<file path="config.mk">
export PLATFORM = sky130hd
export DESIGN_NAME = flw_entry_addr
export DESIGN_NICKNAME = d
export VERILOG_FILES = /design/src/rtl/flw_pkg.sv /design/src/rtl/flw_entry_addr.sv
export SDC_FILE = /design/constraint.sdc
export NUM_CORES = 1
export LEC_CHECK = 0
export BUFFER_PORTS_ARGS = -buffer_cell sky130_fd_sc_hd__buf_2
export CAP_MARGIN = 20
export CORE_UTILIZATION = 33
export DETAILED_ROUTE_END_ITERATION = 8
export PLACE_DENSITY = 0.9
export SYNTH_ARGS = -nofsm -noshare
export SYNTH_HDL_FRONTEND = slang
export SYNTH_SLANG_ARGS = --single-unit
</file>
<file path="constraint.sdc">
create_clock -name vclk -period 5.59
set_clock_uncertainty 0.2 [all_clocks]
set_input_delay 0.8385 -clock vclk [all_inputs]
set_output_delay 0.8385 -clock vclk [all_outputs]
set_load 0.03 [all_outputs]
</file>
<file path="src/rtl/flw_pkg.sv">
`default_nettype none
// ----------------------------------------------------------------------------
// flw_pkg
// Shared constants, codes and types of the four-level page table walker.
// ----------------------------------------------------------------------------
package flw_pkg;

    localparam int unsigned TABLE_WORDS_DEF = 4096;

    localparam int unsigned DIR_W       = 52;   // dir_base and phys_addr
    localparam int unsigned SIZE_W      = 16;   // mem_size
    localparam int unsigned SIZE_WORDS_W = SIZE_W - 3;
    localparam int unsigned VA_W        = 48;
    localparam int unsigned WIDX_W      = 12;   // word_index
    localparam int unsigned WORD_W      = 64;
    localparam int unsigned PAGE_SHIFT  = 12;
    localparam int unsigned LARGE_SHIFT = 21;
    localparam int unsigned FRAME_W     = DIR_W - PAGE_SHIFT;
    localparam int unsigned LVL_IDX_W   = 9;
    localparam int unsigned LVL0_SHIFT  = 39;
    localparam int unsigned PRESENT_BIT = 0;
    localparam int unsigned PS_BIT      = 7;

    localparam logic FUNC_WRITE = 1'b0;
    localparam logic FUNC_XLATE = 1'b1;

    localparam logic CFG_DIR_BASE = 1'b0;
    localparam logic CFG_MEM_SIZE = 1'b1;

    localparam logic [1:0] LVL_TOP   = 2'd0;
    localparam logic [1:0] LVL_DIR   = 2'd2;
    localparam logic [1:0] LVL_TABLE = 2'd3;

    typedef enum logic [1:0] {
        FK_NONE,
        FK_BEYOND,
        FK_NOT_PRESENT
    } fault_t;

    typedef struct packed {
        logic [1:0]       fault_level;
        fault_t           fault_kind;
        logic             large_page;
        logic             mapped;
        logic [DIR_W-1:0] phys_addr;
    } result_t;

    // 9-bit table index of vaddr for one level
    function automatic logic [LVL_IDX_W-1:0] lvl_index(input logic [VA_W-1:0] va,
                                                      input logic [1:0] lvl);
        logic [VA_W-1:0] sh;
        sh = va >> (LVL0_SHIFT - LVL_IDX_W * 32'(lvl));
        return sh[LVL_IDX_W-1:0];
    endfunction

endpackage
`default_nettype wire

</file>
<file path="src/rtl/flw_entry_addr.sv">
`default_nettype none
// ----------------------------------------------------------------------------
// flw_entry_addr
// Word address of a table entry and its bound check against the readable size.
// ----------------------------------------------------------------------------
module flw_entry_addr #(
    parameter int unsigned TABLE_WORDS = flw_pkg::TABLE_WORDS_DEF,
    localparam int unsigned IDX_W = $clog2(TABLE_WORDS)
) (
    input  wire logic [flw_pkg::SIZE_W-1:0]    mem_size,
    input  wire logic [flw_pkg::FRAME_W-1:0]   frame,
    input  wire logic [flw_pkg::LVL_IDX_W-1:0] idx,
    output logic      [IDX_W-1:0]              word_addr,
    output logic                               beyond
);
    import flw_pkg::*;

    localparam int unsigned LIM_W   = $clog2(TABLE_WORDS + 1);
    localparam int unsigned WFULL_W = FRAME_W + LVL_IDX_W;

    logic [SIZE_WORDS_W-1:0] size_words;
    logic [LIM_W-1:0]        lim;
    logic [WFULL_W-1:0]      word_full;

    // 8*k > size  <=>  k > size/8, so an entry at word w faults when w >= lim
    assign size_words = mem_size[SIZE_W-1:3];

    always_comb
    begin
        if (32'(size_words) > 32'(TABLE_WORDS))
            lim = LIM_W'(TABLE_WORDS);
        else
            lim = LIM_W'(size_words);
    end

    assign word_full = {frame, idx};
    assign beyond    = word_full >= WFULL_W'(lim);
    assign word_addr = word_full[IDX_W-1:0];

endmodule
`default_nettype wire
</file>
==> impl_table.tex, run 1 <==
\begin{tabular}{lr}
\hline
Metric & Value \\
\hline
\multicolumn{2}{l}{\textbf{Die}} \\
Core area & between 1000 and 1500 sq um \\
Total I/O pin count & just under 80 \\
Starting utilization of the core area & 0.376 \\
Cell Rows & 13 \\
Vertical die dimension & between 40 and 50 um \\
Die Footprint & around 1700 sq um \\
Die Wd & slightly above 40 um \\
\multicolumn{2}{l}{\textbf{Routing}} \\
DRC Markers & 0 \\
Average wire per cell in the routed design & 10.1 um \\
1st-pass router iterations & 4 \\
Number of DRC markers after the initial detailed-route iteration & 10 \\
Residual antenna-violating net count after detailed routing & 0 \\
Total detailed-routing wirelength & around 1500 um \\
Total vias in the final route & 785 \\
Via density per instance & roughly 5.2 \\
\multicolumn{2}{l}{\textbf{Logic synthesis}} \\
Post-synth net total & $\sim$150 \\
Post-synthesis cell area & just over 500 sq um \\
Commonest cells in the synthesized netlist & 13 x sky130\_fd\_sc\_hd\_\_ha\_1, 12 x sky130\_fd\_sc\_hd\_\_buf\_4, 12 x sky130\_fd\_sc\_hd\_\_nand2\_1 \\
Cells after synthesis & between 70 and 80 \\
Yosys cell types & 20 \\
Top-area cell type share of the netlist area & 0.316 \\
Post-Syn Area per Cell & 7.04 sq um \\
Yosys warns & 0 \\
Sequential element share of the synthesized area & 0 \\
Synth area leaders & sky130\_fd\_sc\_hd\_\_ha\_1 32\%, sky130\_fd\_sc\_hd\_\_buf\_4 18\%, sky130\_fd\_sc\_hd\_\_nand2\_1 8.8\%, sky130\_fd\_sc\_hd\_\_nor4\_1 8.5\%, sky130\_fd\_sc\_hd\_\_nand4\_1 6.1\% \\
Cell with the most instances after synthesis & sky130\_fd\_sc\_hd\_\_ha\_1 \\
Cell type contributing the most total cell area after synthesis & sky130\_fd\_sc\_hd\_\_ha\_1 \\
\multicolumn{2}{l}{\textbf{Power and ir drop}} \\
Worst vdd ir & between 0.00003 and 0.00004 V \\
Static power due to leakage & between 0.4 and 0.5 nW \\
Total power consumption of the routed design & between 0.05 and 0.06 mW \\
PwrDens & between 70 and 80 nW/um\^{}2 \\
\multicolumn{2}{l}{\textbf{STA}} \\
Setup TNS & 0 ns \\
Min cycle time layout & between 3 and 4 ns \\
Total count of hold-check failures in the final report & 0 \\
Unrepaired setup endpoints after global routing & no \\
Maximum frequency from static timing analysis & between 0.2 and 0.3 GHz \\
Headroom to the max-slew limit & 0.730 \\
Count of pins over their slew limit & 0 \\
Final cycle utilization of the critical path & 0.655 \\
Transition time at the pin with the least slew margin & approximately 0.39 ns \\
\# setup viols final & 0 \\
\multicolumn{2}{l}{\textbf{Place}} \\
Routability congestion estimate from global placement & 0.730 \\
Number of port buffers & 75 \\
DP HPWL & 1480 um \\
\multicolumn{2}{l}{\textbf{Clock tree}} \\
Total of hold buffers inserted after clock tree synthesis & 0 \\
Quantity of gates resized following cts & 0 \\
Number of post-CTS setup repair buffers & 0 \\
\multicolumn{2}{l}{\textbf{Critical path}} \\
Slowest cell delay on critical path & $\sim$0.44 ns \\
Max FO, Critical Path & 12 \\
Stages on the worst setup path & 9 \\
Slowest stage cell, crit path & sky130\_fd\_sc\_hd\_\_a2111oi\_0 \\
Category of the worst setup path capture point & output pin \\
Worst path top cell family by delay & compound AO/OA/AOI/OAI gates \\
Startpoint-to-endpoint class of the critical path & in2out \\
Critical-path cell list & buf\_2 -> inv\_1 -> nand2\_1 -> ha\_1 -> a21oi\_1 -> o21ai\_0 -> a2111oi\_0 -> nand4\_1 -> buf\_2 \\
Required @ worst endpoint & roughly 4.6 ns \\
Startpoint class of the critical path & input port \\
Combined buffer and inverter count along the critical path & 3 \\
Arrival time of the worst setup path & roughly 2.6 ns \\
Most used cell, CP & sky130\_fd\_sc\_hd\_\_buf\_2 \\
\multicolumn{2}{l}{\textbf{Global routing}} \\
Antenna violations before repair & 0 \\
Number of global-route vias before repair & $\sim$740 \\
Global-route wire length before repair & around 2500 um \\
Global routing usage summed across all routing layers & 0.172 \\
Global route overflow & 0 \\
Maximum number of pins on one net before global-route repair & 13 \\
\multicolumn{2}{l}{\textbf{Cells and area}} \\
Layout overhead on the synthesized area & 58.4\% \\
Post-layout util & 0.596 \\
Proportion of layout cells with a drive suffix above 1 & 0.563 \\
Sequential cells & 0 \\
Net count reported at finish & around 220 \\
Number of clock-tree buffers in the layout & 0 \\
Storage cell area & 0 sq um \\
Number of fill cells in the layout & approximately 150 \\
Number of diodes & 0 \\
\multicolumn{2}{l}{\textbf{Run status}} \\
Outcome & completed \\
\multicolumn{2}{l}{\textbf{Job}} \\
Number of max-cap violations & 0 \\
\multicolumn{2}{l}{\textbf{Worst hold path}} \\
Worst min-delay path category & in2out \\
Worst hold stages & 2 \\
\hline
\end{tabular}
cells by family after synthesis:
logic type                 after synthesis  synth area share
AOI/OAI and AO/OA                       10             0.124
adders and majority gates               13             0.316
and+or+nand+nor                         35             0.363
buffers and inverters                   15             0.197
placed cells by master, fill, tap and decap left out:
cell type / netlist / final
sky130_fd_sc_hd__inv_1: 2 / 2
sky130_fd_sc_hd__a21o_1: 1 / 1
sky130_fd_sc_hd__o21ai_0: 2 / 2
sky130_fd_sc_hd__o211ai_1: 1 / 1
sky130_fd_sc_hd__nor3_1: 1 / 1
sky130_fd_sc_hd__a21oi_1: 4 / 4
sky130_fd_sc_hd__or4_4: 1 / 1
sky130_fd_sc_hd__and3_1: 1 / 1
sky130_fd_sc_hd__nor4_1: 7 / 7
sky130_fd_sc_hd__a311o_1: 1 / 1
sky130_fd_sc_hd__ha_1: 13 / 13
sky130_fd_sc_hd__or4_1: 1 / 1
sky130_fd_sc_hd__buf_2: 0 / 75
sky130_fd_sc_hd__nor2b_1: 3 / 3
sky130_fd_sc_hd__nand2_1: 12 / 12
sky130_fd_sc_hd__nand4_1: 5 / 5
sky130_fd_sc_hd__nor2_1: 2 / 2
sky130_fd_sc_hd__nand3_1: 2 / 2
sky130_fd_sc_hd__a2111oi_0: 1 / 1
where the power goes:
| part | internal (mW) | total [mW] | switching (mW) |
|---|---|---|---|
| clock | 0 | 0 | 0 |
| sequential | 0 | 0 | 0 |
| combinational | 0.0283 | 0.0579 | 0.0295 |
path summary, 6_finish.rpt:
| kind | to | startpoint | slack (ns) |
|---|---|---|---|
| hold / removal | word_addr[0] | idx[0] | 1.74 |
| setup / recovery | beyond | mem_size[15] | 1.93 |
cell type report:
type | count | area [sq um] | share of cell area
Inverter | 2 | 7.51 | 0.00922
Tap cell | 15 | 18.8 | 0.0230
Timing Repair Buffer | 75 | 375 | 0.461
Multi-Input combinational cell | 58 | 413 | 0.507
layer usage:
layer / share of wire / track usage
met5: 0 / 0
met4: 0.0053 / 0.0258
met3: 0.094 / 0.0217
met2: 0.54 / 0.384
met1: 0.36 / 0.158
per-stage QoR:
step / hold slack, ns / instance area [sq um] / std cells / setup slack (ns)
after global placement: 1.74 / 815 / 150 / 1.96
final: 1.74 / 815 / 150 / 1.93
after detailed placement: 1.74 / 815 / 150 / 1.91
after CTS: 1.74 / 815 / 150 / 1.91
after floorplan: 1.61 / 514 / 73 / 2.06
after global routing: 1.75 / 815 / 150 / 1.79
Power figures use the tool's default switching activity.
==> run 2, diff against run 1 <==
- CORE_UTILIZATION: 33 -> 31
- PLACE_DENSITY: 0.9 -> 0.85
- clock period: 5.59 -> 3.52 ns (I/O delays scaled with it)
==> impl_table.tex, run 2 (synthesis results as in run 1) <==
\begin{tabular}{lr}
\hline
Metric & Value \\
\hline
\multicolumn{2}{l}{\textbf{Run status}} \\
Outcome & completed (unchanged) \\
\multicolumn{2}{l}{\textbf{Die}} \\
Die Wd & 42.7 um (was 41.5 um) \\
Die Footprint & 1830 sq um (was 1720 sq um) \\
Vertical die dimension & 42.7 um (was 41.5 um) \\
Total I/O pin count & 78 (unchanged) \\
Core area & 1520 sq um (was 1370 sq um) \\
Cell Rows & 14 (was 13) \\
Starting utilization of the core area & 0.337 (was 0.376) \\
\multicolumn{2}{l}{\textbf{Critical path}} \\
Required @ worst endpoint & 2.79 ns (was 4.55 ns) \\
Max FO, Critical Path & 12 (unchanged) \\
Startpoint-to-endpoint class of the critical path & in2out (unchanged) \\
Startpoint class of the critical path & input port (unchanged) \\
Slowest cell delay on critical path & 0.40 ns (was 0.44 ns) \\
Combined buffer and inverter count along the critical path & 3 (unchanged) \\
Slowest stage cell, crit path & sky130\_fd\_sc\_hd\_\_a2111oi\_0 (unchanged) \\
Worst path top cell family by delay & compound AO/OA/AOI/OAI gates (unchanged) \\
Most used cell, CP & sky130\_fd\_sc\_hd\_\_buf\_2 (unchanged) \\
Critical-path cell list & buf\_2 -> inv\_1 -> nand2\_1 -> ha\_1 -> a21oi\_1 -> o21ai\_0 -> a2111oi\_0 -> nand4\_1 -> buf\_2 (unchanged) \\
Category of the worst setup path capture point & output pin (unchanged) \\
Arrival time of the worst setup path & 2.28 ns (was 2.62 ns) \\
\multicolumn{2}{l}{\textbf{Cells and area}} \\
Final instance count without filler cells & 151 (was 150) \\
Most frequent cells in the layout & 75 x sky130\_fd\_sc\_hd\_\_buf\_2, 13 x sky130\_fd\_sc\_hd\_\_ha\_1, 12 x sky130\_fd\_sc\_hd\_\_nand2\_1 (unchanged) \\
Net count reported at finish & 215 (unchanged) \\
Most common library cell in the layout ignoring fill and taps & sky130\_fd\_sc\_hd\_\_buf\_2 (unchanged) \\
Number of fill cells in the layout & 155 (was 147) \\
Storage cell area & 0 sq um (unchanged) \\
Number of clock-tree buffers in the layout & 0 (unchanged) \\
Sequential cells & 0 (unchanged) \\
Proportion of layout cells with a drive suffix above 1 & 0.563 (unchanged) \\
Number of diodes & 0 (unchanged) \\
Post-route design area & 816 sq um (was 815 sq um) \\
Layout overhead on the synthesized area & 58.6\% (was 58.4\%) \\
Area of combinational cells with multiple inputs & 413 sq um (unchanged) \\
\multicolumn{2}{l}{\textbf{Routing}} \\
DRC Markers & 0 (unchanged) \\
Total detailed-routing wirelength & 1610 um (was 1510 um) \\
1st-pass router iterations & 4 (unchanged) \\
Average wire per cell in the routed design & 10.7 um (was 10.1 um) \\
Number of DRC markers after the initial detailed-route iteration & 6 (was 10) \\
Via density per instance & 5.16 (was 5.23) \\
Total vias in the final route & 779 (was 785) \\
Residual antenna-violating net count after detailed routing & 0 (unchanged) \\
\multicolumn{2}{l}{\textbf{Place}} \\
Placed cell area & 816 sq um (was 815 sq um) \\
Instance count after placement with tap cells included & 151 (was 150) \\
DP HPWL & 1530 um (was 1480 um) \\
Routability congestion estimate from global placement & 0.775 (was 0.730) \\
Post-place setup slack & 0.495 ns (was 1.91 ns) \\
Number of port buffers & 75 (unchanged) \\
\multicolumn{2}{l}{\textbf{Global routing}} \\
Fraction of met3 tracks used by global routing & 0.0170 (was 0.0217) \\
Met2 routing resource usage after global routing & 0.403 (was 0.384) \\
Met1 usage & 0.169 (was 0.158) \\
Global-route wire length before repair & 2680 um (was 2540 um) \\
Most utilized layer in the global route result & met2 (unchanged) \\
Global routing usage summed across all routing layers & 0.178 (was 0.172) \\
Antenna violations before repair & 0 (unchanged) \\
Global route overflow & 0 (unchanged) \\
Maximum number of pins on one net before global-route repair & 13 (unchanged) \\
Number of global-route vias before repair & 734 (was 741) \\
\multicolumn{2}{l}{\textbf{Job}} \\
Number of max-cap violations & 0 (unchanged) \\
\multicolumn{2}{l}{\textbf{STA}} \\
Post-route setup slack & 0.512 ns (was 1.93 ns) \\
Total count of hold-check failures in the final report & 0 (unchanged) \\
Transition time at the pin with the least slew margin & 0.399 ns (was 0.395 ns) \\
Headroom to the max-slew limit & 0.732 (was 0.730) \\
Final cycle utilization of the critical path & 0.855 \\
Min cycle time layout & around 3 ns \\
Unrepaired setup endpoints after global routing & no (unchanged) \\
Count of pins over their slew limit & 0 (unchanged) \\
Setup TNS & 0 ns (unchanged) \\
Maximum frequency from static timing analysis & roughly 0.33 GHz \\
\# setup viols final & 0 (unchanged) \\
\multicolumn{2}{l}{\textbf{Power and ir drop}} \\
Static power due to leakage & 0.460 nW (unchanged) \\
Worst vdd ir & 0.0000633 V (was 0.0000351 V) \\
PwrDens & 113 nW/um\^{}2 (was 71.0 nW/um\^{}2) \\
\multicolumn{2}{l}{\textbf{Worst hold path}} \\
Worst min-delay path category & in2out (unchanged) \\
\multicolumn{2}{l}{\textbf{Clock tree}} \\
Quantity of gates resized following cts & 0 (unchanged) \\
Total of hold buffers inserted after clock tree synthesis & 0 (unchanged) \\
Number of post-CTS setup repair buffers & 0 (unchanged) \\
\hline
\end{tabular}
==> run 2: cell type report <==
type,count,area share
tap,16,0.0245
timing repair buffer,75,0.460
multi-input combinational,58,0.506
inverter,2,0.00920
==> run 2: path summary, 6_finish.rpt <==
check / slack, ns / startpoint / to / cells after the start
hold / removal: 1.12 / idx[0] / word_addr[0] / 2
setup / recovery: 0.51 / mem_size[15] / beyond / 9
==> run 2: layer usage <==
layer	up-vias	part of all wire
li1	388	-
met1	351	0.34
met2	40	0.58
met3	0	0.076
met4	0	0
met5	-	0
==> run 2: metrics by stage <==
step            util  hold WS, ns  power, mW
4_1_cts        0.535         1.12     0.0929
5_1_grt        0.535         1.13      0.103
3_5_place_dp   0.535         1.12     0.0923
6_report       0.535         1.12     0.0918
2_1_floorplan      -        0.988     0.0538
3_3_place_gp   0.535         1.12     0.0893
==> run 2: power by group <==
| part | internal (mW) | leakage, nW | switching [mW] |
|---|---|---|---|
| Combinational | 0.0449 | 0.460 | 0.0469 |
| Clock | 0 | 0 | 0 |
| Sequential | 0 | 0 | 0 |
| Total | 0.0449 | 0.460 | 0.0469 |
==> run 3, diff against run 2 <==
- CORE_ASPECT_RATIO: unset -> 0.9
- CORE_MARGIN: unset -> 3
==> impl_table.tex, run 3 (synthesis results as in run 1) <==
\begin{tabular}{lr}
\hline
Metric & Value \\
\hline
\multicolumn{2}{l}{\textbf{STA}} \\
\# setup viols final & 0 (unchanged) \\
Count of pins over their slew limit & 0 (unchanged) \\
Total count of hold-check failures in the final report & 0 (unchanged) \\
Min cycle time layout & 3.07 ns (was 3.01 ns) \\
Setup TNS & 0 ns (unchanged) \\
Headroom to the max-slew limit & 0.721 (was 0.732) \\
Unrepaired setup endpoints after global routing & no (unchanged) \\
Final cycle utilization of the critical path & 0.871 (was 0.855) \\
Transition time at the pin with the least slew margin & 0.408 ns (was 0.399 ns) \\
Maximum frequency from static timing analysis & 0.326 GHz (was 0.332 GHz) \\
\multicolumn{2}{l}{\textbf{Run status}} \\
Outcome & completed (unchanged) \\
\multicolumn{2}{l}{\textbf{Critical path}} \\
Category of the worst setup path capture point & output pin (unchanged) \\
Arrival time of the worst setup path & 2.34 ns (was 2.28 ns) \\
Startpoint class of the critical path & input port (unchanged) \\
Max FO, Critical Path & 12 (unchanged) \\
Startpoint-to-endpoint class of the critical path & in2out (unchanged) \\
Required @ worst endpoint & 2.79 ns (about the same) \\
Slowest cell delay on critical path & 0.45 ns (was 0.40 ns) \\
Most used cell, CP & sky130\_fd\_sc\_hd\_\_buf\_2 (unchanged) \\
Critical Path Source & mem\_size[15] (unchanged) \\
Critical-path cell list & buf\_2 -> inv\_1 -> nand2\_1 -> ha\_1 -> a21oi\_1 -> o21ai\_0 -> a2111oi\_0 -> nand4\_1 -> buf\_2 (unchanged) \\
Slowest stage cell, crit path & sky130\_fd\_sc\_hd\_\_a2111oi\_0 (unchanged) \\
\multicolumn{2}{l}{\textbf{Die}} \\
Core area & 1500 sq um (was 1520 sq um) \\
Total I/O pin count & 78 (unchanged) \\
Vertical die dimension & 44.6 um (was 42.7 um) \\
Die Footprint & 2180 sq um (was 1830 sq um) \\
Starting utilization of the core area & 0.344 (was 0.337) \\
Die Wd & 48.9 um (was 42.7 um) \\
Cell Rows & 13 (was 14) \\
\multicolumn{2}{l}{\textbf{Global routing}} \\
Number of global-route vias before repair & 766 (was 734) \\
Global-route wire length before repair & 2860 um (was 2680 um) \\
Maximum number of pins on one net before global-route repair & 13 (unchanged) \\
Global routing usage summed across all routing layers & 0.161 (was 0.178) \\
Global route overflow & 0 (unchanged) \\
Antenna violations before repair & 0 (unchanged) \\
\multicolumn{2}{l}{\textbf{Routing}} \\
Total detailed-routing wirelength & 1830 um (was 1610 um) \\
DRC Markers & 0 (unchanged) \\
Via density per instance & 4.96 (was 5.16) \\
Total vias in the final route & 778 (was 779) \\
Number of DRC markers after the initial detailed-route iteration & 9 (was 6) \\
1st-pass router iterations & 3 (was 4) \\
Average wire per cell in the routed design & 11.6 um (was 10.7 um) \\
Residual antenna-violating net count after detailed routing & 0 (unchanged) \\
\multicolumn{2}{l}{\textbf{Power and ir drop}} \\
Worst vdd ir & 0.0000475 V (was 0.0000633 V) \\
PwrDens & 113 nW/um\^{}2 (about the same) \\
Static power due to leakage & 0.460 nW (unchanged) \\
\multicolumn{2}{l}{\textbf{Cells and area}} \\
Area of combinational cells with multiple inputs & 413 sq um (unchanged) \\
Number of fill cells in the layout & 176 (was 155) \\
Final instance count without filler cells & 157 (was 151) \\
Storage cell area & 0 sq um (unchanged) \\
Net count reported at finish & 215 (unchanged) \\
Number of diodes & 0 (unchanged) \\
Sequential cells & 0 (unchanged) \\
Most common library cell in the layout ignoring fill and taps & sky130\_fd\_sc\_hd\_\_buf\_2 (unchanged) \\
Most frequent cells in the layout & 75 x sky130\_fd\_sc\_hd\_\_buf\_2, 13 x sky130\_fd\_sc\_hd\_\_ha\_1, 12 x sky130\_fd\_sc\_hd\_\_nand2\_1 (unchanged) \\
Layout overhead on the synthesized area & 60.1\% (was 58.6\%) \\
Proportion of layout cells with a drive suffix above 1 & 0.563 (unchanged) \\
Number of clock-tree buffers in the layout & 0 (unchanged) \\
\multicolumn{2}{l}{\textbf{Clock tree}} \\
Number of post-CTS setup repair buffers & 0 (unchanged) \\
Total of hold buffers inserted after clock tree synthesis & 0 (unchanged) \\
Quantity of gates resized following cts & 0 (unchanged) \\
\multicolumn{2}{l}{\textbf{Job}} \\
Number of max-cap violations & 0 (unchanged) \\
\multicolumn{2}{l}{\textbf{Place}} \\
DP HPWL & 1760 um (was 1530 um) \\
Routability congestion estimate from global placement & 0.726 (was 0.775) \\
Instance count after placement with tap cells included & 157 (was 151) \\
Number of port buffers & 75 (unchanged) \\
\multicolumn{2}{l}{\textbf{Worst hold path}} \\
Origin of the worst min-delay path & idx[0] (unchanged) \\
Worst min-delay path category & in2out (unchanged) \\
\hline
\end{tabular}
[run 3: cell counts in the layout (fill, tap and decap cells not counted)]
Identical to the previous run, type by type.
[run 3: critical path, delay by kind of cell]
family                   cells  cell delay, ns
AO/OA/AOI/OAI                3            0.68
adder cells (fa/ha/maj)      1            0.32
buffers and inverters        3            0.58
AND/OR/NAND/NOR              2            0.23
[run 3: layout make-up]
cell class,count,share of cell area
inverter,2,0.00912
tap,22,0.0334
multi-input combinational,58,0.502
timing repair buffer,75,0.456
[run 3: path summary, 6_finish.rpt]
kind	endpoint	slack [ns]	depth (start not counted)
hold / removal	word_addr[0]	1.13	2
setup / recovery	beyond	0.45	9
[run 3: routing by layer]
| layer | up-vias | routed length [um] | global-route usage |
|---|---|---|---|
| met5 | - | 0 | 0 |
| met4 | 0 | 0 | 0.0114 |
| met3 | 0 | 175 | 0.0236 |
| met2 | 40 | 1040 | 0.374 |
| met1 | 349 | 608 | 0.151 |
| li1 | 389 | - | - |
[run 3: per-stage QoR]
step,utilization,power [mW],setup WS (ns),hold WS (ns),instance area [sq um]
floorplan,-,0.0538,0.611,0.988,514
global placement,0.550,0.0892,0.495,1.12,823
detailed placement,0.550,0.0936,0.471,1.13,823
CTS,0.550,0.0939,0.446,1.13,823
global route,0.550,0.105,0.266,1.14,823
finish,0.550,0.0928,0.453,1.13,823
[run 3: where the power goes]
group	leakage, nW	internal, mW	switching (mW)
logic	0.460	0.0450	0.0478
registers	0	0	0
clock network	0	0	0
